File: src/design/bsc_pkg.sv
package bsc_pkg;

  localparam int unsigned FRONT_DEPTH = 2;
  localparam int unsigned CFG_IDX_W   = 4;
  localparam int unsigned CFG_DATA_W  = 32;

  localparam logic [63:0] T_OFFSET = 64'd128000;
  localparam logic [63:0] P_BASE   = 64'd1048576;
  localparam logic [63:0] P_SCALE  = 64'd3125;
  localparam int unsigned P_ONE_SH = 47;
  localparam int unsigned P_DIV_SH = 33;
  localparam logic [31:0] T_ROUND  = 32'd128;

  typedef enum logic [CFG_IDX_W-1:0] {
    CFG_CALIB_VALID = 4'd0,
    CFG_TEMP_FIRST  = 4'd1,
    CFG_TEMP_2_3    = 4'd2,
    CFG_PRESS_FIRST = 4'd3,
    CFG_PRESS_2_3   = 4'd4,
    CFG_PRESS_4_5   = 4'd5,
    CFG_PRESS_6_7   = 4'd6,
    CFG_PRESS_8_9   = 4'd7
  } cfg_idx_e;

  typedef enum logic [1:0] {
    ST_OK    = 2'd0,
    ST_NOCAL = 2'd1,
    ST_ZERO  = 2'd2
  } status_e;

  typedef enum logic [3:0] {
    S_IDLE, S_T1, S_T2, S_T3, S_P1, S_P2, S_P3, S_P4, S_P5, S_P6, S_P7,
    S_DIV, S_P8, S_P9, S_P10, S_OUT
  } back_state_e;

  typedef struct packed {
    logic        calib_valid;
    logic [15:0] temp_first;
    logic [31:0] temp_2_3;
    logic [15:0] press_first;
    logic [31:0] press_2_3;
    logic [31:0] press_4_5;
    logic [31:0] press_6_7;
    logic [31:0] press_8_9;
  } cfg_t;

  typedef struct packed {
    logic [19:0] raw_pressure;
    logic [19:0] raw_temperature;
  } in_item_t;

  typedef struct packed {
    logic signed [31:0] temperature_centi;
    logic [31:0]        pressure_q24_8;
    logic [1:0]         status;
  } out_item_t;

  typedef struct packed {
    logic        calib;
    logic [19:0] raw_pressure;
    logic [19:0] raw_temperature;
  } front_item_t;

  typedef struct packed {
    logic        start;
    logic [63:0] a;
    logic [63:0] b;
  } mul_req_t;

  typedef struct packed {
    logic        start;
    logic [63:0] n;
    logic [63:0] d;
  } div_req_t;

  function automatic logic [63:0] sx16(input logic [15:0] h);
    return {{48{h[15]}}, h};
  endfunction

  function automatic logic [63:0] sx32(input logic [31:0] w);
    return {{32{w[31]}}, w};
  endfunction

endpackage

File: src/design/bsc_mul.sv
module bsc_mul
  import bsc_pkg::*;
(
  input  logic        clk_i,
  input  logic        rst_ni,
  input  mul_req_t    req_i,
  output logic        done_o,
  output logic [63:0] prod_o
);

  // Low 64 bits of a 64x64 product from three 32x32 partial products,
  // one per cycle, each registered before it is accumulated.
  logic        busy_q, busy_d;
  logic [1:0]  cnt_q, cnt_d;
  logic        done_q, done_d;
  logic [63:0] a_q, a_d, b_q, b_d, pp_q, pp_d, acc_q, acc_d;
  logic [31:0] x, y;

  always_comb begin
    busy_d = busy_q;
    cnt_d  = cnt_q;
    done_d = 1'b0;
    a_d    = a_q;
    b_d    = b_q;
    acc_d  = acc_q;
    x      = a_q[31:0];
    y      = b_q[31:0];
    case (cnt_q)
      2'd1: y = b_q[63:32];
      2'd2: x = a_q[63:32];
      default: ;
    endcase
    pp_d = {32'd0, x} * {32'd0, y};
    if (busy_q) begin
      cnt_d = cnt_q + 2'd1;
      case (cnt_q)
        2'd1: acc_d = pp_q;
        2'd2: acc_d = acc_q + {pp_q[31:0], 32'd0};
        2'd3: begin
          acc_d  = acc_q + {pp_q[31:0], 32'd0};
          done_d = 1'b1;
          busy_d = 1'b0;
        end
        default: ;
      endcase
    end else if (req_i.start) begin
      busy_d = 1'b1;
      cnt_d  = 2'd0;
      a_d    = req_i.a;
      b_d    = req_i.b;
    end
  end

  always_ff @(posedge clk_i or negedge rst_ni) begin
    if (!rst_ni) begin
      busy_q <= 1'b0;
      cnt_q  <= 2'd0;
      done_q <= 1'b0;
    end else begin
      busy_q <= busy_d;
      cnt_q  <= cnt_d;
      done_q <= done_d;
    end
  end

  always_ff @(posedge clk_i) begin
    a_q   <= a_d;
    b_q   <= b_d;
    pp_q  <= pp_d;
    acc_q <= acc_d;
  end

  assign done_o = done_q;
  assign prod_o = acc_q;

endmodule

File: config.mk
export PLATFORM = sky130hd
export DESIGN_NAME = bsc_mul
export DESIGN_NICKNAME = d
export VERILOG_FILES = /design/src/design/bsc_pkg.sv /design/src/design/bsc_mul.sv
export SDC_FILE = /design/constraint.sdc
export NUM_CORES = 2
export LEC_CHECK = 0
export BUFFER_PORTS_ARGS = -buffer_cell sky130_fd_sc_hd__buf_2
export CAP_MARGIN = 40
export CORE_UTILIZATION = 30
export CTS_BUF_LIST = sky130_fd_sc_hd__clkbuf_16
export DETAILED_ROUTE_END_ITERATION = 10
export MAX_ROUTING_LAYER = met4
export PLACE_DENSITY = 0.51
export SLEW_MARGIN = 30
export SYNTH_ARGS = -nofsm -noshare
export SYNTH_HDL_FRONTEND = slang
export SYNTH_SLANG_ARGS = --single-unit
File: constraint.sdc
create_clock -name clk_i -period 11 [get_ports clk_i]
set_input_delay 1.65 -clock clk_i [delete_from_list [all_inputs] [get_ports clk_i]]
set_output_delay 1.65 -clock clk_i [all_outputs]
set_load 0.02 [all_outputs]
After elaboration in Yosys (flattened, before gate mapping)
Index checks and enable logic that the tools add are counted.
Storage, ports and cells
  flip-flop bits (word level): 260
  bits of input ports: 131
  output and inout port bits: 65
  logic and storage cells: 29
Cells by class
  add/subtract/negate cells: 2
  $mul: 1
  equal/unequal tests: 3
  muxes and demuxes: 10
  bitwise gates (word level): 1
  reductions and logical operators: 5
Operator list (count)
  one-hot mux 64 bit (2 select lines): 1
  adder 64 bit: 1
  multiplier 32 x 32 -> 64 bit: 1
  2-to-1 mux 32 bit: 2
  2-to-1 mux 1 bit: 5
  == test 2 bit (second input constant): 2
  2-to-1 mux 2 bit: 2
  AND reduction 2 bit: 2
  nonzero test 2 bit: 2
  adder 2 x 1 -> 2 bit (second input constant): 1
  == test 2 x 1 -> 1 bit (second input constant): 1
  OR reduction 2 bit: 1
  inverter 1 bit: 1

Depth between registers and ports, before layout
  depth after elaboration: 4
  mapped depth: 37
  gate-level depth less buffers: 31

Worst setup path after synthesis
Ideal clock, no wire load.
  path type: register -> register
  start: reg cnt_q[1]
  end: reg pp_q[60]
  arrival time: 8.662 ns
  required time: 10.866 ns
  slack: 2.204 ns
  cell stages (with the launch flop): 34
  cell sequence: dfrtp_1 inv_1 ha_1 clkbuf_1 clkbuf_1 buf_1 mux2i_1 clkbuf_1 nor2_1 fa_1 fa_1 inv_1 fa_1 fa_1 inv_1 fa_1 fa_1 fa_1 inv_1 fa_1 inv_1 ha_1 clkbuf_1 and3_1 clkbuf_1 nor2b_1 and3_1 o211ai_1 a31oi_1 nor2_1 o21a_1 nor4_1 or4_1 o2111ai_1
Between the ends
  cells in the longest elaborated chain, start to end: 3
  elaborated cells between the ends (all ways): 5
RTL lines
  start, declared: RTL line bsc_mul.sv:14  | logic [1:0] cnt_q, cnt_d;
  start signal, assigned: RTL line bsc_mul.sv:61  | cnt_q <= cnt_d;
  == test 2 bit / == test 2 x 1 -> 1 bit (equally long branches): RTL line bsc_mul.sv:28  | case (cnt_q)
  2-to-1 mux 32 bit: RTL line bsc_mul.sv:28
  multiplier 32 x 32 -> 64 bit (*): RTL line bsc_mul.sv:33  | pp_d = {32'd0, x} * {32'd0, y};
  net pp_d[60]: RTL line bsc_mul.sv:16  | logic [63:0] a_q, a_d, b_q, b_d, pp_q, pp_d, acc_q, acc_d;
  end signal, assigned: RTL line bsc_mul.sv:69  | pp_q <= pp_d;
  end, declared: RTL line bsc_mul.sv:16
The timed path passes the listed nets; every way through them passes the cells marked *.
A chain may end at the register's enable or synchronous reset.

Worst setup path after layout
  start: reg cnt_q[0]
  end: reg pp_q[60]
Same word-level chain as after synthesis.

==> out/qor.log <==
[yosys] unique cell type count in the Yosys netlist 65
[setup_path] Setup crit end pp_q[60]$_DFF_P_
[die] Std-Cell Core Area 0.140 mm^2
[die] number of top-level design ports 196
[yosys] number of nets produced by synthesis 5713
[routing] Detail Route Antenna Nets 0
[flow_run] maxcap violations 0
[global_route] via count of the first global-routing pass 33300
[setup_path] logic depth of the worst register-to-register path 27
[die] chip height 378 um
[routing] routed vias 31500
[cells_and_area] commonest cells after routing, fill and taps aside sky130_fd_sc_hd__inv_1 (905), sky130_fd_sc_hd__fa_1 (897), sky130_fd_sc_hd__nor2_1 (609)
[setup_path] required time worst endpoint 11.42 ns
[yosys] post-synthesis instance total 4386
[routing] DR iter-0 viols 2263
[cells_and_area] fill count 14600
[die] horizontal die dimension 378 um
[setup_path] kind of end point of the critical path register
[sta] setup repair after global routing missed its margin no
[die] die footprint 0.143 mm^2
[global_route] initial antenna violation count 4
[cts] number of H-tree branching levels 2
[cts] Post-CTS Repair Setup Buffers 0
[setup_path] source of the worst register-to-register timing path cnt_q[0]$_DFFE_PN0P_
[yosys] warnings from Yosys 0
[sta] number of endpoints failing setup at the final stage 0
[cells_and_area] post-layout net count 5852
[yosys] combined area of all synthesized cells 0.0424 mm^2
[routing] WL final 152000 um
[sta] Setup Skew 0.0588 ns
[yosys] post-synthesis average cell area 9.66 um^2
[yosys] proportion of register bits with asynchronous set or reset after synthesis 0.0154
[global_route] maximum number of pins on one net before global-route repair 92
[sta] Final Max Slew Viols 0
[global_route] wire length of the first global-routing pass 222000 um
[worst_hold_path] class of the most critical hold timing path reg -> reg
[cts] TritonCTS Buffers 34
[cts] post-CTS clock slew at the launch and capture registers of the worst setup and hold paths 0.06 ns
[setup_path] critical path startpoint category register
[sta] Period Utilization, post-route 0.887
[cells_and_area] Finished Core Util 0.338
[placement] global placement routability congestion 0.983
[cells_and_area] area of the multi-input gates 0.0315 mm^2
[sta] highest clock frequency the design can meet 103 MHz
[sta] count of endpoints failing hold in the final timing report 0
[cts] clk root buf sky130_fd_sc_hd__clkbuf_16
[cells_and_area] most common library cell in the layout ignoring fill and taps sky130_fd_sc_hd__inv_1
[die] number of placement rows 137
[placement] detailed-placement wirelength estimate 126000 um
[run_status] run status finished, final reports clean
[die] Initial Utilization 0.303
[setup_path] internal reg-to-reg setup slack 1.25 ns
[cells_and_area] share of post-route cells with drive strength above 1 0.106
[global_route] total track usage 0.221
[global_route] grt total ovfl 0
[setup_path] maximum fanout encountered on the critical timing path 29
[cts] clock latency of the later-clocked register in the worst-skew pair 0.60 ns
[cts] maximum count of clock buffers along a single path 3
[cts] number of buffers inserted for hold repair after clock tree synthesis 0
[cells_and_area] Reg area 0.00715 mm^2
[routing] detail-routed via count per cell 4.90
[yosys] EDFF count, synth 192
[sta] Slew @ Worst Pin 0.868 ns
[yosys] flop and latch count out of synthesis 260
[routing] post-detailed-route DRC marker count 0
[yosys] most used flip-flop cell after synthesis sky130_fd_sc_hd__edfxtp_1
[sta] final critical-path required period 9.75 ns
[setup_path] Crit Path Category reg -> reg
[setup_path] endpoint arrival time on the critical path 10.17 ns
[cts] clk sink count 260
[cells_and_area] growth of design area from synthesis to finish 11.6%
[worst_hold_path] number of stages on the worst hold path 1
[placement] IO buf count 195
[sta] setup TNS after final layout 0 ns
[sta] worst-case headroom to the max-slew limit 0.421
[setup_path] Reg2Reg Capture Point pp_q[60]$_DFF_P_
[cts] post-CTS resize count 0
[cts] TritonCTS clock tree yes
[routing] routed wire length per instance 23.7 um
[yosys] fraction of the yosys area taken by sequential cells 0.169
[setup_path] start point of the critical path cnt_q[0]$_DFFE_PN0P_
[routing] First-pass DRT Iterations 6
worst max-delay path, stage by stage (launching register included):
cell	delay (ns)
sky130_fd_sc_hd__dfrtp_1	0.45
sky130_fd_sc_hd__inv_1	0.16
sky130_fd_sc_hd__ha_4	0.56
sky130_fd_sc_hd__buf_4	0.55
sky130_fd_sc_hd__mux2_2	0.80
sky130_fd_sc_hd__nand2_1	0.17
sky130_fd_sc_hd__fa_1	0.55
sky130_fd_sc_hd__fa_1	0.54
sky130_fd_sc_hd__fa_1	0.52
sky130_fd_sc_hd__fa_1	0.52
sky130_fd_sc_hd__inv_1	0.06
sky130_fd_sc_hd__fa_1	0.64
sky130_fd_sc_hd__fa_1	0.46
sky130_fd_sc_hd__fa_1	0.49
sky130_fd_sc_hd__inv_1	0.05
sky130_fd_sc_hd__fa_1	0.47
sky130_fd_sc_hd__inv_1	0.04
sky130_fd_sc_hd__ha_1	0.35
sky130_fd_sc_hd__and3_1	0.28
sky130_fd_sc_hd__nor2b_1	0.16
sky130_fd_sc_hd__and3_1	0.19
sky130_fd_sc_hd__o211ai_1	0.09
sky130_fd_sc_hd__a31oi_1	0.36
sky130_fd_sc_hd__nor2_1	0.14
sky130_fd_sc_hd__o21a_1	0.28
sky130_fd_sc_hd__nor4_1	0.36
sky130_fd_sc_hd__or4_1	0.17
sky130_fd_sc_hd__o2111ai_1	0.09
cell families after synthesis:
family          synth area share
simple gates               0.122
fa+ha+maj                  0.512
buf+inv                   0.0971
compound gates            0.0493
flops                      0.169
mux                       0.0329
xor+xnor                  0.0182
how the worst min path moves through the flow:
stage / start / to / slack [ns]
2_1_floorplan: pp_q[36]$_DFF_P_ / prod_o[36]$_DFFE_PP_ / 0.48
3_3_place_gp: pp_q[49]$_DFF_P_ / prod_o[49]$_DFFE_PP_ / 0.49
3_5_place_dp: pp_q[49]$_DFF_P_ / prod_o[49]$_DFFE_PP_ / 0.50
4_1_cts: pp_q[49]$_DFF_P_ / prod_o[49]$_DFFE_PP_ / 0.49
5_1_grt: pp_q[49]$_DFF_P_ / prod_o[49]$_DFFE_PP_ / 0.51
6_report: pp_q[49]$_DFF_P_ / prod_o[49]$_DFFE_PP_ / 0.49
synth_stat cells (all sizes together), types with 18 or more instances:
cell	number	area (um^2)
a21o	47	353
a21oi	91	470
and2	41	257
clkbuf	182	683
dfxtp	64	1280
edfxtp	192	5770
fa	897	18000
ha	299	3740
inv	901	3380
mux2	68	766
mux2i	63	631
nand2	541	2030
nand3	18	90.1
nand4	18	113
nor2	610	2290
o21ai	87	435
xnor2	51	447
xor2	37	324
sequential cells by signal (all words and copies together) (netlist names):
signal / count
busy_q: 1
done_o: 1
prod_o: 64
pp_q: 64
cnt_q: 2
b_q: 64
a_q: 64
cell type report:
| class | instances | share of cell area |
|---|---|---|
| antenna | 1 | 0.0000529 |
| clock buffer | 36 | 0.0190 |
| clock inverter | 23 | 0.00368 |
| inverter | 901 | 0.0715 |
| multi-input combinational | 3030 | 0.665 |
| sequential | 260 | 0.151 |
| tap | 1876 | 0.0496 |
| timing repair buffer | 298 | 0.0396 |
metrics by stage:
| step | cells | area, um^2 | hold WS, ns | setup slack (ns) |
|---|---|---|---|---|
| 2_1_floorplan | 4386 | 42400 | 0.478 | 2.20 |
| 3_3_place_gp | 6345 | 45900 | 0.492 | 1.42 |
| 3_5_place_dp | 6361 | 46200 | 0.496 | 1.30 |
| 4_1_cts | 6420 | 47200 | 0.494 | 1.25 |
| 5_1_grt | 6425 | 47300 | 0.508 | 0.888 |
| 6_report | 6425 | 47300 | 0.490 | 1.25 |
layer usage:
metal / GRT usage / routed length (um) / vias up
met5: - / 0 / -
met4: 0.0973 / 7700 / 0
met3: 0.0399 / 10800 / 329
met2: 0.349 / 71200 / 1245
met1: 0.276 / 62300 / 16300
li1: - / - / 13600
Power is not shown: default switching activity piles up to over one toggle a cycle in this logic, so the estimate is an artifact.
