<file path="config.mk">
export PLATFORM = sky130hd
export DESIGN_NAME = bsc_div
export DESIGN_NICKNAME = d
export VERILOG_FILES = /design/src/design/bsc_pkg.sv /design/src/design/bsc_div.sv
export SDC_FILE = /design/constraint.sdc
export NUM_CORES = 1
export LEC_CHECK = 0
export BUFFER_PORTS_ARGS = -buffer_cell sky130_fd_sc_hd__buf_2
export CORE_UTILIZATION = 54
export DETAILED_ROUTE_END_ITERATION = 8
export PLACE_DENSITY = 0.78
export SYNTH_ARGS = -nofsm -noshare
export SYNTH_HDL_FRONTEND = slang
export SYNTH_SLANG_ARGS = --single-unit
</file>
<file path="constraint.sdc">
create_clock -name clk_i -period 4.3 [get_ports clk_i]
set_input_delay 0.43 -clock clk_i [delete_from_list [all_inputs] [get_ports clk_i]]
set_output_delay 0.43 -clock clk_i [all_outputs]
set_load 0.005 [all_outputs]
</file>
<file path="src/design/bsc_pkg.sv">
package bsc_pkg;

  localparam int unsigned FRONT_DEPTH = 2;
  localparam int unsigned CFG_IDX_W   = 4;
  localparam int unsigned CFG_DATA_W  = 32;

  localparam logic [63:0] T_OFFSET = 64'd128000;
  localparam logic [63:0] P_BASE   = 64'd1048576;
  localparam logic [63:0] P_SCALE  = 64'd3125;
  localparam int unsigned P_ONE_SH = 47;
  localparam int unsigned P_DIV_SH = 33;
  localparam logic [31:0] T_ROUND  = 32'd128;

  typedef enum logic [CFG_IDX_W-1:0] {
    CFG_CALIB_VALID = 4'd0,
    CFG_TEMP_FIRST  = 4'd1,
    CFG_TEMP_2_3    = 4'd2,
    CFG_PRESS_FIRST = 4'd3,
    CFG_PRESS_2_3   = 4'd4,
    CFG_PRESS_4_5   = 4'd5,
    CFG_PRESS_6_7   = 4'd6,
    CFG_PRESS_8_9   = 4'd7
  } cfg_idx_e;

  typedef enum logic [1:0] {
    ST_OK    = 2'd0,
    ST_NOCAL = 2'd1,
    ST_ZERO  = 2'd2
  } status_e;

  typedef enum logic [3:0] {
    S_IDLE, S_T1, S_T2, S_T3, S_P1, S_P2, S_P3, S_P4, S_P5, S_P6, S_P7,
    S_DIV, S_P8, S_P9, S_P10, S_OUT
  } back_state_e;

  typedef struct packed {
    logic        calib_valid;
    logic [15:0] temp_first;
    logic [31:0] temp_2_3;
    logic [15:0] press_first;
    logic [31:0] press_2_3;
    logic [31:0] press_4_5;
    logic [31:0] press_6_7;
    logic [31:0] press_8_9;
  } cfg_t;

  typedef struct packed {
    logic [19:0] raw_pressure;
    logic [19:0] raw_temperature;
  } in_item_t;

  typedef struct packed {
    logic signed [31:0] temperature_centi;
    logic [31:0]        pressure_q24_8;
    logic [1:0]         status;
  } out_item_t;

  typedef struct packed {
    logic        calib;
    logic [19:0] raw_pressure;
    logic [19:0] raw_temperature;
  } front_item_t;

  typedef struct packed {
    logic        start;
    logic [63:0] a;
    logic [63:0] b;
  } mul_req_t;

  typedef struct packed {
    logic        start;
    logic [63:0] n;
    logic [63:0] d;
  } div_req_t;

  function automatic logic [63:0] sx16(input logic [15:0] h);
    return {{48{h[15]}}, h};
  endfunction

  function automatic logic [63:0] sx32(input logic [31:0] w);
    return {{32{w[31]}}, w};
  endfunction

endpackage

</file>
<file path="src/design/bsc_div.sv">
module bsc_div
  import bsc_pkg::*;
(
  input  logic        clk_i,
  input  logic        rst_ni,
  input  div_req_t    req_i,
  output logic        done_o,
  output logic [63:0] quo_o
);

  // Signed division truncating toward zero: restoring division of the
  // magnitudes, one quotient bit per cycle.
  logic        busy_q, busy_d, done_q, done_d, neg_q, neg_d;
  logic [5:0]  cnt_q, cnt_d;
  logic [63:0] ad_q, ad_d, rem_q, rem_d, quo_q, quo_d;
  logic [64:0] sh, diff;

  always_comb begin
    busy_d = busy_q;
    cnt_d  = cnt_q;
    done_d = 1'b0;
    neg_d  = neg_q;
    ad_d   = ad_q;
    rem_d  = rem_q;
    quo_d  = quo_q;
    sh     = {rem_q, quo_q[63]};
    diff   = sh - {1'b0, ad_q};
    if (busy_q) begin
      if (!diff[64]) begin
        rem_d = diff[63:0];
        quo_d = {quo_q[62:0], 1'b1};
      end else begin
        rem_d = sh[63:0];
        quo_d = {quo_q[62:0], 1'b0};
      end
      cnt_d = cnt_q + 6'd1;
      if (cnt_q == 6'd63) begin
        busy_d = 1'b0;
        done_d = 1'b1;
      end
    end else if (req_i.start) begin
      busy_d = 1'b1;
      cnt_d  = 6'd0;
      rem_d  = 64'd0;
      quo_d  = req_i.n[63] ? (64'd0 - req_i.n) : req_i.n;
      ad_d   = req_i.d[63] ? (64'd0 - req_i.d) : req_i.d;
      neg_d  = req_i.n[63] ^ req_i.d[63];
    end
  end

  always_ff @(posedge clk_i or negedge rst_ni) begin
    if (!rst_ni) begin
      busy_q <= 1'b0;
      done_q <= 1'b0;
      cnt_q  <= 6'd0;
    end else begin
      busy_q <= busy_d;
      done_q <= done_d;
      cnt_q  <= cnt_d;
    end
  end

  always_ff @(posedge clk_i) begin
    neg_q <= neg_d;
    ad_q  <= ad_d;
    rem_q <= rem_d;
    quo_q <= quo_d;
  end

  assign done_o = done_q;
  assign quo_o  = neg_q ? (64'd0 - quo_q) : quo_q;

endmodule

</file>
### After elaboration in Yosys (flattened, before gate mapping)

Cells that the tools add are included.

* logic and storage cells: 34
* output and inout bits: 65
* flip-flop bits (word level): 201

* reductions and logical operators: 2
* multiplexer cells: 16
* bitwise gates (word level): 2
* equality and inequality tests: 1
* add/sub/neg operators: 5

Operators with widths (count)
* $mux 64: 7
* $sub 1x64->64 const A: 3
* $sub 65x64->65: 1
* $mux 63: 1
* $mux 6: 2
* $add 6x1->6 const B: 1
* $eq 6x6->1 const B: 1
* $mux 1: 6
* $reduce_and 2->1: 1
* $reduce_bool 2->1: 1
* $not 1->1: 1
* $xor 1x1->1: 1

### Depth between registers and ports, before layout

* depth after elaboration: 4
* gate-level depth with buffers: 14
* depth with buffers taken out: 12

### Worst setup path after synthesis

Ideal clock, no wire load.

* kind: register -> register
* from: reg busy_q
* to: reg quo_q[0], enable pin
* arrival: 3.711 ns
* cell stages (with the launch flop): 5
* buffers on the path: 2
* required time: 3.808 ns
* period minus slack after synthesis: 4.203 ns
* setup slack: 0.097 ns
* cell sequence: dfrtp_1 clkbuf_1 clkinv_1 clkbuf_1 nand2_1

* longest elaborated chain between the ends: 1

RTL lines
* start, declared: line bsc_div.sv:13 `logic busy_q, busy_d, done_q, done_d, neg_q, neg_d;`
* start signal, assigned: line bsc_div.sv:57 `busy_q <= busy_d;`
* $reduce_bool 2->1 (no line)
* end signal, assigned: line bsc_div.sv:67 `quo_q <= quo_d;`
* end, declared: line bsc_div.sv:15 `logic [63:0] ad_q, ad_d, rem_q, rem_d, quo_q, quo_d;`

No other way between the ends.
A chain may end at the register's enable or synchronous reset.

### Worst setup path after layout

* from: reg quo_q[0]
* to: out quo_o[61]

* longest elaborated chain between the ends: 2

RTL lines
* $sub 1x64->64: line bsc_div.sv:71 `assign quo_o = neg_q ? (64'd0 - quo_q) : quo_q;`
* $mux 64: line bsc_div.sv:71
* end, declared: line bsc_div.sv:8 `output logic [63:0] quo_o`

No other way between the ends.

==> out/summary.md <==
The flow ran to the end, but the final reports show violations. The final reports fail on negative setup slack. The final net count came out at 2242. The die covers 30600 um2.

The logs give 29000 um2 for the core box area and 1868 for the synthesized instance count. Portion of total power attributed to sequential cells: 0.334. Across all layers, the routed design uses 15100 vias. In this run the static leakage power is 7.32 nW.

The number of H-tree branching levels is 1, and the switching component of the power is 5.06 mW. Setup repair after global routing could not meet its margin everywhere. The worst setup path is of the flop to output port kind.

The clock tree skew after final layout came out at 0.0111 ns. In this run the critical register-to-register path is launched from ad_q[0]. Clock-pin slew was measured on the worst setup and hold paths at 0.06 ns. The tools report the number of iterations in the first detailed-routing pass as 5.

The kind of end point of the critical path was an output port. The synthesized design contains 193 enable-type register cells. For this run, the leading register cell type out of synthesis is sky130_fd_sc_hd__edfxtp_1. Measured along the y axis, the die boundary spans 175 um. The first global-routing pass estimated 73.5 mm of wire. Overall routed net length: 46.9 mm.

The average instance in the mapped netlist occupies 8.63 um2. The number of endpoints with negative hold slack in the final report is 0. The slack of the critical path came out at -0.136 ns.

The path category of the worst min-delay check was input pin to flop. The internal portion of total power is 6.82 mW, and the number of placement rows is 62. The run gives 0 as the number of diodes added for antenna fixing. The total negative slack for setup checks was -0.401 ns. The measured slew at the worst slew-check pin is 1.05 ns, and the max capacitance violation total is 0. The startpoint type of the worst setup path was a flop. Compared with the post-synthesis result, the final layout area differs by 14.1%. The share of the synthesized area in the top cell type was 0.359; the number of warnings printed during yosys synthesis was 0. The latest clock arrival within the worst-skew pair is 0.52 ns. Cell type with the largest total area after synthesis: sky130_fd_sc_hd__edfxtp_1. The run gives 72 as the distinct cell type count of the synthesized netlist. The switching power as a share of total power came out at 0.426. After filler insertion, the fill cell instance count of the layout stands at 2512.

The tools report the overall track demand over capacity in global routing as 0.299. Counting the buffers created by CTS gives 22. In this run the remaining antenna-violating nets after routing total 0. The source of the worst hold timing path was req_i[128]. The fraction of the yosys area taken by sequential cells was 0.372; the depth of the most critical reg-to-reg path was 12. The TritonCTS sink count was 201; the via density per instance was 6.20.

Fraction of final layout cells with drive strength greater than 1: 0.159. The worst hold path passes through 2 cells. Horizontal extent of the die: 175 um. The minimum clock period after layout is 4.44 ns, and the cell area after technology mapping is 16100 um2.

In this run the tool buffered the top-level ports with 195 buffer cells. The maximum number of pins on one net before global-route repair is 73. Pin placement for this block handled 196 I/O pins.

Relative contribution of the clock network to total power: 0.153. The clock tree root driver cell was sky130_fd_sc_hd__clkbuf_16. The power per unit of standard cell area works out to 646 nW/um2.

TritonCTS built the clock tree. By area the synthesized netlist is led by sky130_fd_sc_hd__edfxtp_1 (36%), sky130_fd_sc_hd__xnor2_1 (8.6%), sky130_fd_sc_hd__nand2_1 (6.6%). The setup-violating endpoint count in the final report is 8. After detailed routing, the average wire length per cell comes to 19.2 um.

In the routed design, unresolved DRC markers number 0. The worst slew margin relative to its limit was 0.303; the final critical-path share of the clock period was 1.03. The post-route core utilization was 0.634. The tools report the final count of pins violating max slew as 0. For the worst setup path, the data arrival time is 4.01 ns. The top achievable clock speed is 0.225 GHz, and the placed wire-length estimate after detailed placement is 35.1 mm. The relative contribution of combinational cells to total power was 0.513. The number of nets handed over by synthesis was 2068. The tools report the effective utilization at floorplan as 0.556. In this run the deepest clock path goes through 3 buffers.

Of all nets on the critical path, the largest fanout is 4. The tools report the number of global-route vias before repair as 14300. The critical path starts at quo_q[0]. Global routing finished with a remaining overflow of 0. The congestion estimate from routability-driven global placement came to 0.983. VDD sags by at most 0.000376 V. The initial antenna violation count was 3; the number of DRC markers in iteration 0 was 1432. The synthesized design contains 201 register bits.

The proportion of register bits with asynchronous set or reset after synthesis was 0.0398. The tools report the critical path required time as 3.87 ns.
[stage by stage]
stage | hold slack (ns) | cell area (um2) | setup slack (ns) | total power [mW] | instances
floorplan | 0.134 | 16100 | 0.0966 | 7.99 | 1868
global placement | 0.279 | 17500 | 0.216 | 9.67 | 2383
detailed placement | 0.281 | 17500 | 0.155 | 9.81 | 2383
CTS | 0.142 | 18300 | -0.155 | 11.7 | 2433
global route | 0.167 | 18400 | -0.217 | 12.7 | 2440
finish | 0.151 | 18400 | -0.136 | 11.9 | 2440
[state kept, by name, indices dropped and copies added, names as in the netlist]
| register | cells |
|---|---|
| ad_q | 64 |
| quo_q | 64 |
| rem_q | 64 |
| cnt_q | 6 |
| busy_q | 1 |
| done_o | 1 |
| neg_q | 1 |
[worst max-delay path, stage by stage (launching register included)]
cell	delay [ns]
sky130_fd_sc_hd__edfxtp_1	0.40
sky130_fd_sc_hd__buf_6	0.15
sky130_fd_sc_hd__nor3_4	0.24
sky130_fd_sc_hd__or4b_4	0.50
sky130_fd_sc_hd__or4_4	0.48
sky130_fd_sc_hd__or3b_4	0.41
sky130_fd_sc_hd__or2_4	0.26
sky130_fd_sc_hd__or4_4	0.45
sky130_fd_sc_hd__o41ai_4	0.33
sky130_fd_sc_hd__xnor2_1	0.15
sky130_fd_sc_hd__buf_2	0.13
[kinds of logic after synthesis]
group	Yosys count	synth area share
xor gates and xnor gates	222	0.121
and+or+nand+nor	657	0.200
muxes	12	0.00822
AOI/OAI and AO/OA	517	0.200
buffers and inverters	190	0.0454
adders and majority gates	69	0.0540
DFF	201	0.372
[final timing paths]
check | end | slack, ns
max in group asynchronous | busy_q | 3.81
worst max register to register | rem_q[61] | 0.36
worst min register to register | cnt_q[5] | 0.50
min in group asynchronous | cnt_q[2] | 0.30
worst min-delay path | cnt_q[1] | 0.15
worst max-delay path | quo_o[61] | -0.14
[cells in the mapped netlist, types with 27 or more instances]
cell type / number
sky130_fd_sc_hd__a21oi_1: 136
sky130_fd_sc_hd__inv_1: 102
sky130_fd_sc_hd__xnor2_1: 158
sky130_fd_sc_hd__o31ai_1: 55
sky130_fd_sc_hd__nand2b_1: 28
sky130_fd_sc_hd__nor2_1: 67
sky130_fd_sc_hd__nand3_1: 46
sky130_fd_sc_hd__a21o_1: 27
sky130_fd_sc_hd__or3_1: 56
sky130_fd_sc_hd__nand4_1: 33
sky130_fd_sc_hd__nor3_1: 41
sky130_fd_sc_hd__clkbuf_1: 76
sky130_fd_sc_hd__ha_1: 68
sky130_fd_sc_hd__xor2_1: 64
sky130_fd_sc_hd__edfxtp_1: 193
sky130_fd_sc_hd__nand2_1: 285
sky130_fd_sc_hd__o21ai_0: 172
[per-layer routing]
metal,global-route usage,routed length [um],part of all wire,vias to the layer above
li1,-,-,-,7190
met1,0.376,18900,0.40,7133
met2,0.522,22900,0.49,673
met3,0.0366,3160,0.067,131
met4,0.117,1840,0.039,6
met5,0,34,0.00072,-
[cell usage in the layout, fill, tap and decap left out, types with 4 or more instances in the layout]
cell,Yosys,layout
sky130_fd_sc_hd__nand2_1,285,283
sky130_fd_sc_hd__buf_2,0,195
sky130_fd_sc_hd__edfxtp_1,193,193
sky130_fd_sc_hd__o21ai_0,172,169
sky130_fd_sc_hd__xnor2_1,158,157
sky130_fd_sc_hd__a21oi_1,136,136
sky130_fd_sc_hd__inv_1,102,100
sky130_fd_sc_hd__ha_1,68,67
sky130_fd_sc_hd__nor2_1,67,66
sky130_fd_sc_hd__xor2_1,64,64
sky130_fd_sc_hd__or3_1,56,55
sky130_fd_sc_hd__o31ai_1,55,54
sky130_fd_sc_hd__nand3_1,46,46
sky130_fd_sc_hd__nor3_1,41,40
sky130_fd_sc_hd__buf_4,1,38
sky130_fd_sc_hd__nand4_1,33,33
sky130_fd_sc_hd__nand2b_1,28,27
sky130_fd_sc_hd__a21o_1,27,27
sky130_fd_sc_hd__o41ai_1,26,23
sky130_fd_sc_hd__clkbuf_16,0,23
sky130_fd_sc_hd__or4_1,21,20
sky130_fd_sc_hd__nor4_1,17,17
sky130_fd_sc_hd__or2_2,11,11
sky130_fd_sc_hd__o21a_1,11,11
sky130_fd_sc_hd__o21bai_1,11,11
sky130_fd_sc_hd__o211ai_1,11,11
sky130_fd_sc_hd__mux2_2,10,10
sky130_fd_sc_hd__nand3b_1,10,10
sky130_fd_sc_hd__nor2b_1,10,10
sky130_fd_sc_hd__a211oi_1,10,10
sky130_fd_sc_hd__a32o_1,8,8
sky130_fd_sc_hd__and2_1,7,7
sky130_fd_sc_hd__dfrtp_1,8,7
sky130_fd_sc_hd__a31oi_1,6,6
sky130_fd_sc_hd__and3_1,6,6
sky130_fd_sc_hd__clkinv_2,0,6
sky130_fd_sc_hd__o31a_1,5,5
sky130_fd_sc_hd__or4_4,4,5
sky130_fd_sc_hd__clkbuf_1,76,4
[timing repair]
action,4_1_cts,5_1_grt
hold endpoints to repair,8,0
pin swaps,9,6
gates resized for setup,16,10
endpoints found under the setup margin,12,19
hold buffers,1,0
setup buffers,11,7
[cell type report]
class	instances	area, um2	area share
sequential	201	6000	0.326
clock buffer	27	591	0.0321
inverter	103	387	0.0210
multi-input combinational	1477	9540	0.518
timing repair buffer	237	1320	0.0719
clock inverter	11	78.8	0.00428
tap	384	480	0.0261
[power groups by stage]
stage	sequential (mW)	combinational (mW)	clock, mW
6_report	3.96	6.10	1.82
5_1_grt	4.03	6.76	1.89
4_1_cts	3.92	5.95	1.84
3_5_place_dp	3.96	5.85	0
3_3_place_gp	3.94	5.73	0
2_1_floorplan	3.68	4.30	0
(Power assumes the default switching activity.)
