File: config.mk
export PLATFORM = sky130hd
export DESIGN_NAME = bsc_front
export DESIGN_NICKNAME = d
export VERILOG_FILES = /design/src/design/bsc_pkg.sv /design/src/design/bsc_front.sv
export SDC_FILE = /design/constraint.sdc
export NUM_CORES = 1
export LEC_CHECK = 0
export BUFFER_PORTS_ARGS = -buffer_cell sky130_fd_sc_hd__buf_2
export CAP_MARGIN = 15
export CORE_AREA = 4 4 83 85
export DETAILED_ROUTE_END_ITERATION = 6
export DIE_AREA = 0 0 87 89
export HOLD_SLACK_MARGIN = 0.08
export PLACE_DENSITY = 0.81
export SKIP_LAST_GASP = 1
export SYNTH_ARGS = -nofsm -noshare
export SYNTH_HDL_FRONTEND = slang
export SYNTH_SLANG_ARGS = --single-unit
File: constraint.sdc
create_clock -name clk_i -period 4.05 [get_ports clk_i]
set_input_delay 0.6075 -clock clk_i [delete_from_list [all_inputs] [get_ports clk_i]]
set_output_delay 0.6075 -clock clk_i [all_outputs]
set_load 0.01 [all_outputs]
File: src/design/bsc_pkg.sv
package bsc_pkg;

  localparam int unsigned FRONT_DEPTH = 2;
  localparam int unsigned CFG_IDX_W   = 4;
  localparam int unsigned CFG_DATA_W  = 32;

  localparam logic [63:0] T_OFFSET = 64'd128000;
  localparam logic [63:0] P_BASE   = 64'd1048576;
  localparam logic [63:0] P_SCALE  = 64'd3125;
  localparam int unsigned P_ONE_SH = 47;
  localparam int unsigned P_DIV_SH = 33;
  localparam logic [31:0] T_ROUND  = 32'd128;

  typedef enum logic [CFG_IDX_W-1:0] {
    CFG_CALIB_VALID = 4'd0,
    CFG_TEMP_FIRST  = 4'd1,
    CFG_TEMP_2_3    = 4'd2,
    CFG_PRESS_FIRST = 4'd3,
    CFG_PRESS_2_3   = 4'd4,
    CFG_PRESS_4_5   = 4'd5,
    CFG_PRESS_6_7   = 4'd6,
    CFG_PRESS_8_9   = 4'd7
  } cfg_idx_e;

  typedef enum logic [1:0] {
    ST_OK    = 2'd0,
    ST_NOCAL = 2'd1,
    ST_ZERO  = 2'd2
  } status_e;

  typedef enum logic [3:0] {
    S_IDLE, S_T1, S_T2, S_T3, S_P1, S_P2, S_P3, S_P4, S_P5, S_P6, S_P7,
    S_DIV, S_P8, S_P9, S_P10, S_OUT
  } back_state_e;

  typedef struct packed {
    logic        calib_valid;
    logic [15:0] temp_first;
    logic [31:0] temp_2_3;
    logic [15:0] press_first;
    logic [31:0] press_2_3;
    logic [31:0] press_4_5;
    logic [31:0] press_6_7;
    logic [31:0] press_8_9;
  } cfg_t;

  typedef struct packed {
    logic [19:0] raw_pressure;
    logic [19:0] raw_temperature;
  } in_item_t;

  typedef struct packed {
    logic signed [31:0] temperature_centi;
    logic [31:0]        pressure_q24_8;
    logic [1:0]         status;
  } out_item_t;

  typedef struct packed {
    logic        calib;
    logic [19:0] raw_pressure;
    logic [19:0] raw_temperature;
  } front_item_t;

  typedef struct packed {
    logic        start;
    logic [63:0] a;
    logic [63:0] b;
  } mul_req_t;

  typedef struct packed {
    logic        start;
    logic [63:0] n;
    logic [63:0] d;
  } div_req_t;

  function automatic logic [63:0] sx16(input logic [15:0] h);
    return {{48{h[15]}}, h};
  endfunction

  function automatic logic [63:0] sx32(input logic [31:0] w);
    return {{32{w[31]}}, w};
  endfunction

endpackage

File: src/design/bsc_front.sv
module bsc_front
  import bsc_pkg::*;
#(
  parameter int unsigned Depth = FRONT_DEPTH
) (
  input  logic        clk_i,
  input  logic        rst_ni,
  input  logic        push,
  input  in_item_t    in_data_i,
  output logic        full,
  input  logic        calib_i,
  output logic        item_valid_o,
  output front_item_t item_o,
  input  logic        item_pop_i
);

  localparam int unsigned AW = (Depth > 1) ? $clog2(Depth) : 1;
  localparam int unsigned CW = $clog2(Depth + 1);

  front_item_t       mem_q [Depth];
  logic [AW-1:0]     wr_q, rd_q;
  logic [CW-1:0]     cnt_q;
  logic              wr_en, rd_en;

  assign full         = (cnt_q == CW'(Depth));
  assign item_valid_o = (cnt_q != '0);
  assign wr_en        = push && !full;
  assign rd_en        = item_pop_i && item_valid_o;
  assign item_o       = mem_q[rd_q];

  // Items are tagged with the calibration state when the transaction
  // is accepted; the back part routes uncalibrated ones straight out.
  always_ff @(posedge clk_i) begin
    if (wr_en) begin
      mem_q[wr_q] <= '{calib: calib_i, raw_pressure: in_data_i.raw_pressure,
                       raw_temperature: in_data_i.raw_temperature};
    end
  end

  always_ff @(posedge clk_i or negedge rst_ni) begin
    if (!rst_ni) begin
      wr_q  <= '0;
      rd_q  <= '0;
      cnt_q <= '0;
    end else begin
      if (wr_en) wr_q <= (wr_q == AW'(Depth - 1)) ? '0 : wr_q + AW'(1);
      if (rd_en) rd_q <= (rd_q == AW'(Depth - 1)) ? '0 : rd_q + AW'(1);
      if (wr_en && !rd_en) cnt_q <= cnt_q + CW'(1);
      else if (!wr_en && rd_en) cnt_q <= cnt_q - CW'(1);
    end
  end

endmodule

# Word-level counts from Yosys, hierarchy flattened
# Memories as Yosys holds them, arrays and structs flattened.
# Cells that the tools add are included.
[word_totals]
ramBits = 82
wordCells = 24
inputBits = 45
reg_bits = 4
memories = 1
[memory_table]
columns = ["name", "words", "word_bits", "read_ports", "rd_clocked_by_memory_dff", "write_ports", "line_no", "source"]
rows = [
  ["mem_q", 2, 41, 1, 0, 1, "bsc_front.sv:20", "front_item_t mem_q [Depth];"],
]
[classes]
n_reduce_logical = 9
n_mux = 6
eq_ne = 1
addsub = 4
[op_table]
columns = ["cell", "n"]
rows = [
  ["$logic_and A1 B1 Y1", 4],
  ["$mux W1", 4],
  ["$mux W2", 2],
  ["$reduce_bool A2 Y1", 2],
  ["$logic_not A1 Y1", 3],
  ["$add A1 B1 Y1 const B", 2],
  ["$add A2 B1 Y2 const B", 1],
  ["$eq A2 B2 Y1 const B", 1],
  ["$sub A2 B1 Y2 const B", 1],
]

# Depth between registers and ports, before layout
# Gate-level depths: netlist (run 1).
[depth]
word_depth = 7
ltp_mapped = 7
mapped_depth_nobuf = 7

# Worst setup path before layout (run 1)
# Ideal clock, no wire load.
[synth_timing]
kind = "input to register"
from = "in push"
to = "mem mem_q[0][0] in the netlist's numbering, enable pin"
setup_slack_ns = 1.188
required_time_ns = 3.611
arrival_ns = 2.423
cell_stages = 2
path_cell_list = "nand2_1 nor2_1"
[synth_via]
elab_chain_len = 3
[synth_rtl]
columns = ["item", "line_no", "source"]
rows = [
  ["start: declaration", "bsc_front.sv:8", "input logic push,"],
  ["$logic_and A1 B1 Y1", "bsc_front.sv:27", "assign wr_en = push && !full;"],
  ["$mux W1", "bsc_front.sv:34", "if (wr_en) begin"],
  ["$mux W1 (not written as such)", "bsc_front.sv:35", "mem_q[wr_q] <= '{calib: calib_i, raw_pressure: in_data_i.raw_pressure,"],
  ["end: declaration", "bsc_front.sv:20", ""],
]
# Every way passes these cells.

==> metrics.md, run 1 <==
| Metric | Value |
|---|---|
| Max-cap violations | 0 |
| Final WL | 5180 um |
| Post-CTS Resized | 0 |
| Status | complete, no violations |
| Setup WS pre-CTS | 1.60 ns |
| Most frequent cells in the layout | 87 x buf_2, 82 x edfxtp_1, 39 x mux2_4 |
| Area after detailed placement | 0.00383 sq mm |
| PD cells | 700 mW/mm^2 |
| Drt first pass iters | 4 |
| Yosys reg bits | 86 |
| Fin util | 65.1% |
| Post-synthesis sequential area ratio | 76.2% |
| WS Path Type | reg2out |
| Initial antenna violation count | 0 |
| Commonest non-fill, non-tap cell in the layout | buf_2 |
| Endpoints failing hold | 0 |
| Post-layout instance area | 0.00404 sq mm |
| Worst slew margin | 26.0% |
| Clock Root Buffer | clkbuf_8 |
| Register area | 0.00256 sq mm |
| Via count | 1577 |
| Share of cells above drive strength 1 | 59.4% |
| Critical Path RT | 3.44 ns |
| Clk buf depth | 2 |
| Chip height | 89 um |
| TritonCTS clock tree | done |
| Footprint of the multi-input gates | 709 sq um |
| Filler cell count | 439 |
| Post-route setup slack | 1.24 ns |
| Largest net degree at the start of global routing | 42 |
| Cell Area, Synth | 0.00336 sq mm |
| Mean Syn Cell Area | 22.9 sq um |
| Fmax | 356 MHz |
| Vias per cell | 4.84 |
| Worst-Skew Late Latency | 0.33 ns |
| CTS Buf Count | 9 |
| Initial core utilization | 54.2% |
| Synth Instances | 147 |
| DP Wirelength | 3470 um |
| CP Max Fanout | 36 |
| Die X | 87 um |
| Nets@finish | 290 |
| Setup-failing EPs final | 0 |
| Port bufs | 87 |
| Setup TNS | 0 ns |
| RSZ-0062 raised after global routing | no |
| CP Launch Type | flop |
| Site Rows | 29 |
| Critical Path AT | 2.20 ns |
| Setup Fix Bufs, Post-CTS | 0 |
| Leakage | 1.65 nW |
| Worst Hold Class | in2reg |
| YS warnings | 0 |
| Post-DRT Antenna Nets | 0 |
| Core box area | 0.00620 sq mm |
| Synth unique cells | 16 |
| Gpl congestion | 0.700 |
| CP endpoint kind | output pin |
| Total GRT Usage | 13.6% |
| VDD IR max | 0.479 mV |
| Mapped Nets | 193 |
| Post-route DRC | 0 |
| Layout area overhead | 20.2% |
| Die area | 0.00774 sq mm |
| Vias in the first global route | 1595 |
| Clk sinks | 86 |
| Skew final | 0.00656 ns |
| Grt total ovfl | 0 |
| # diodes | 0 |
| I/O pin cnt | 88 |
| Count of pins over their slew limit | 0 |
| Htree depth | 3 |
| DR WL/cell | 15.9 um |
| Crit share post-route | 69.3% |
| Clock transition at the registers of the reported paths | 0.08 ns |
| Slew @ Worst Pin | 1.11 ns |
| Post-layout min period | 2.81 ns |
| Initial detailed-routing violation count | 113 |
| First-pass GRT wire length | 7580 um |
logic make-up (layout without fill, tap and decap cells):
family	Yosys count	after routing	share of synthesized area, %
and+or+nand+nor	7	7	1.08
adders and majority gates	1	1	0.372
muxes	41	41	18.1
DFF	86	86	76.2
xor gates and xnor gates	5	5	1.30
buffers and inverters	7	109	2.94
per-stage QoR:
step	hold WS, ns	power (mW)	instances
after floorplan	0.312	2.07	147
after global placement	0.418	2.28	308
after detailed placement	0.420	2.31	308
after CTS	0.437	2.86	325
after global routing	0.431	2.99	326
final	0.455	2.83	326
layout make-up:
type | count | area share [%]
flip-flops and latches | 86 | 63.5
clock inverters | 4 | 1.18
multi-input cells | 54 | 17.6
repair buffers | 91 | 11.9
inverters | 2 | 0.186
clock buffers | 12 | 3.34
well taps | 77 | 2.38
final timing paths:
check | from | endpoint | slack (ns) | cells after the start
worst max-delay path | rd_q | item_o[26] | 1.24 | 3
worst min-delay path | in_data_i[38] | mem_q[0][38] | 0.45 | 1
worst max register to register | cnt_q[0] | mem_q[1][32] | 2.26 | 2
worst min register to register | cnt_q[1] | cnt_q[1] | 0.51 | 1
max in group asynchronous | rst_ni | rd_q | 3.32 | 2
min in group asynchronous | rst_ni | cnt_q[0] | 0.60 | 2
state kept, by name, indices dropped and copies added, names as in the netlist:
| name | cells |
|---|---|
| mem_q | 82 |
| cnt_q | 2 |
| rd_q | 1 |
| wr_q | 1 |
synthesized netlist by cell type:
cell type | n | area share (%)
xor2_1 | 2 | 0.52
nand2_2 | 1 | 0.19
and3_1 | 1 | 0.19
inv_1 | 2 | 0.22
or2_1 | 1 | 0.19
mux2_4 | 39 | 17
nor2_1 | 2 | 0.22
buf_12 | 4 | 2.4
nand2_1 | 1 | 0.11
nand2b_1 | 1 | 0.19
edfxtp_1 | 82 | 73
ha_1 | 1 | 0.37
xnor2_1 | 3 | 0.78
dfrtp_1 | 4 | 3.0
mux2_2 | 2 | 0.67
buf_6 | 1 | 0.33
routing by layer:
metal	wire [um]	up-vias	global-route usage [%]
li1	-	762	-
met2	2740	52	23.7
met1	1940	752	14.3
met4	134	0	9.49
met3	364	11	3.69
met5	0	-	0
report_power, final:
part / switching, mW / internal (mW) / total (mW)
Sequential: 0.155 / 1.22 / 1.37
Clock: 0.262 / 0.284 / 0.546
Combinational: 0.391 / 0.519 / 0.910
Total: 0.808 / 2.02 / 2.83
worst max-delay path: stages, from the launching register on:
cell and delay, ns:
dfrtp_2 1.10, buf_4 0.30, mux2_4 0.30, buf_2 0.14
repair_timing:
action,4_1_cts,5_1_grt
endpoints found under the hold margin,4,0
endpoints found under the setup margin,0,0
hold buffers,1,0
(Power assumes the default switching activity.)
==> run 2, diff against run 1 <==
--- a/config.mk
+++ b/config.mk
@@ -7,11 +7,11 @@
 export LEC_CHECK = 0
 export BUFFER_PORTS_ARGS = -buffer_cell sky130_fd_sc_hd__buf_2
 export CAP_MARGIN = 15
-export CORE_AREA = 4 4 83 85
+export CORE_AREA = 4 4 86 88
 export DETAILED_ROUTE_END_ITERATION = 6
-export DIE_AREA = 0 0 87 89
+export DIE_AREA = 0 0 90 92
 export HOLD_SLACK_MARGIN = 0.08
-export PLACE_DENSITY = 0.81
+export PLACE_DENSITY = 0.76
 export SKIP_LAST_GASP = 1
 export SYNTH_ARGS = -nofsm -noshare
 export SYNTH_HDL_FRONTEND = slang
==> constraint.sdc (replaced) <==
create_clock -name clk_i -period 2.75 [get_ports clk_i]
set_input_delay 0.4125 -clock clk_i [delete_from_list [all_inputs] [get_ports clk_i]]
set_output_delay 0.4125 -clock clk_i [all_outputs]
set_load 0.01 [all_outputs]
==> metrics.md, run 2 (synthesized netlist as in run 1, its figures left out) <==
| Metric | Value |
|---|---|
| Worst-Skew Late Latency | 0.34 ns |
| CP Launch Type | flop |
| Clock power share | 21.4% |
| Vias per cell | 4.85 |
| Post-CTS Resized | 0 |
| Port bufs | 87 |
| Setup TNS | 0 ns |
| Max reg flops | 82 |
| Setup WS pre-CTS | 1.05 ns |
| PD cells | 1050 mW/mm^2 |
| Slowest CP cell | mux2_2 |
| Count of pins over their slew limit | 0 |
| Endpoints failing hold | 0 |
| Initial detailed-routing violation count | 86 |
| Via count | 1599 |
| Most flops, register | mem_q |
| Worst slew margin | 63.3% |
| RSZ-0062 raised after global routing | no |
| Grt total ovfl | 0 |
| Post-DRT Antenna Nets | 0 |
| Die X | 90 um |
| Leakage | 1.67 nW |
| # diodes | 0 |
| Post-route DRC | 0 |
| First-pass GRT wire length | 8650 um |
| Hold slack | 0.254 ns |
| Power Internal | 3.06 mW |
| Fmax | 485 MHz |
| Regs by FF count | mem_q: 82 flops, cnt_q: 2 flops |
| CTS Buf Count | 9 |
| Initial antenna violation count | 0 |
| DP Wirelength | 3750 um |
| CP Max Fanout | 25 |
| Chip height | 92 um |
| Switching Fraction | 28.5% |
| Final Instance Count excl. Fillers | 330 |
| Critical Path RT | 2.34 ns |
| Post-layout min period | 2.06 ns |
| Worst Hold Class | in2reg |
| I/O pin cnt | 88 |
| CP top delay family | buffers and inverters |
| Clock Root Buffer | clkbuf_8 |
| Htree depth | 3 |
| Largest net degree at the start of global routing | 42 |
| Core box area | 0.00664 sq mm |
| Die area | 0.00828 sq mm |
| Psw | 1.22 mW |
| Post-route setup slack | 0.688 ns |
| Slew @ Worst Pin | 0.551 ns |
| Max-cap violations | 0 |
| Commonest non-fill, non-tap cell in the layout | buf_2 |
| Vias in the first global route | 1774 |
| Gpl congestion | 0.676 |
| Setup-failing EPs final | 0 |
| Crit share post-route | 75.0% |
| CP endpoint kind | output pin |
| Initial core utilization | 50.6% |
| Total GRT Usage | 13.7% |
| Site Rows | 30 |
| Dpl cells | 313 |
| Clock transition at the registers of the reported paths | 0.09 ns |
| WS Path Type | reg2out |
| Filler cell count | 489 |
| Drt first pass iters | 4 |
| Critical path's largest stage delay | 0.40 ns |
| Layout area overhead | 21.4% |
| TritonCTS clock tree | done |
| Critical path buffer and inverter count | 2 |
| Critical Path AT | 1.65 ns |
| DR WL/cell | 16.3 um |
| Total power | 4.28 mW |
| Crit-path cells | buf_4 > mux2_2 > buf_2 |
| Sequential share of power | 44.1% |
| Nets@finish | 291 |
| Clk sinks | 86 |
| VDD IR max | 0.651 mV |
| Final WL | 5390 um |
| Skew final | 0.00618 ns |
| Share of power burned in combinational logic | 34.5% |
| Most frequent cells in the layout | 87 x buf_2, 82 x edfxtp_1, 39 x mux2_4 |
| Status | complete, no violations |
| Share of cells above drive strength 1 | 60.4% |
| Clk buf depth | 2 |
[run 2: changes by cell type in the layout (fill, tap and decap cells not counted)]
cell	previous run	this run
clkbuf_1	3	1
buf_4	2	3
bufinv_16	1	2
clkinv_4	0	1
[run 2: metrics by stage]
stage	cell area, sq um	util (%)
floorplan	3360	-
global placement	3860	58.1
detailed placement	3860	58.1
CTS	4080	61.5
global route	4080	61.5
finish	4080	61.5
[run 2: worst register-to-register path: cells and delay by family, from the launching register on]
kind	cells	cell delay (ns)
flops	1	0.42
buf+inv	1	0.47
simple gates	3	0.41
[run 2: layout make-up]
type | instances | area [sq um] | share of cell area (%)
clock buffer | 10 | 128 | 3.13
timing repair buffer | 92 | 488 | 12.0
clock inverter | 6 | 86.3 | 2.11
inverter | 2 | 7.51 | 0.184
sequential | 86 | 2560 | 62.8
multi-input combinational | 54 | 709 | 17.4
tap | 80 | 100 | 2.45
[run 2: final timing paths]
path,startpoint,to,slack (ns),cells after the start
worst max-delay path,rd_q,item_o[20],0.69,3
worst min-delay path,in_data_i[34],mem_q[0][34],0.25,1
worst max register to register,cnt_q[0],mem_q[0][37],1.07,4
worst min register to register,cnt_q[1],cnt_q[1],0.50,1
max in group asynchronous,rst_ni,rd_q,2.21,2
min in group asynchronous,rst_ni,cnt_q[1],0.41,2
[run 2: power groups by stage]
stage                     sequential, mW  clock (mW)  combinational [mW]
final                               1.89       0.918                1.48
after global routing                1.91        1.00                1.59
after CTS                           1.89       0.945                1.50
after detailed placement            1.92           0                1.50
after global placement              1.90           0                1.48
after floorplan                     1.89           0                1.15
[run 2: what timing repair did]
item	4_1_cts	5_1_grt
endpoints found under the hold margin	4	0
setup endpoints to repair	0	0
setup buffers	0	0
hold buffers	1	0
[run 2: per-layer routing]
metal,vias up,part of all wire (%),track usage (%)
li1,763,-,-
met1,776,39,15.0
met2,53,51,23.6
met3,7,8.0,5.82
met4,0,1.3,5.36
met5,-,0,0
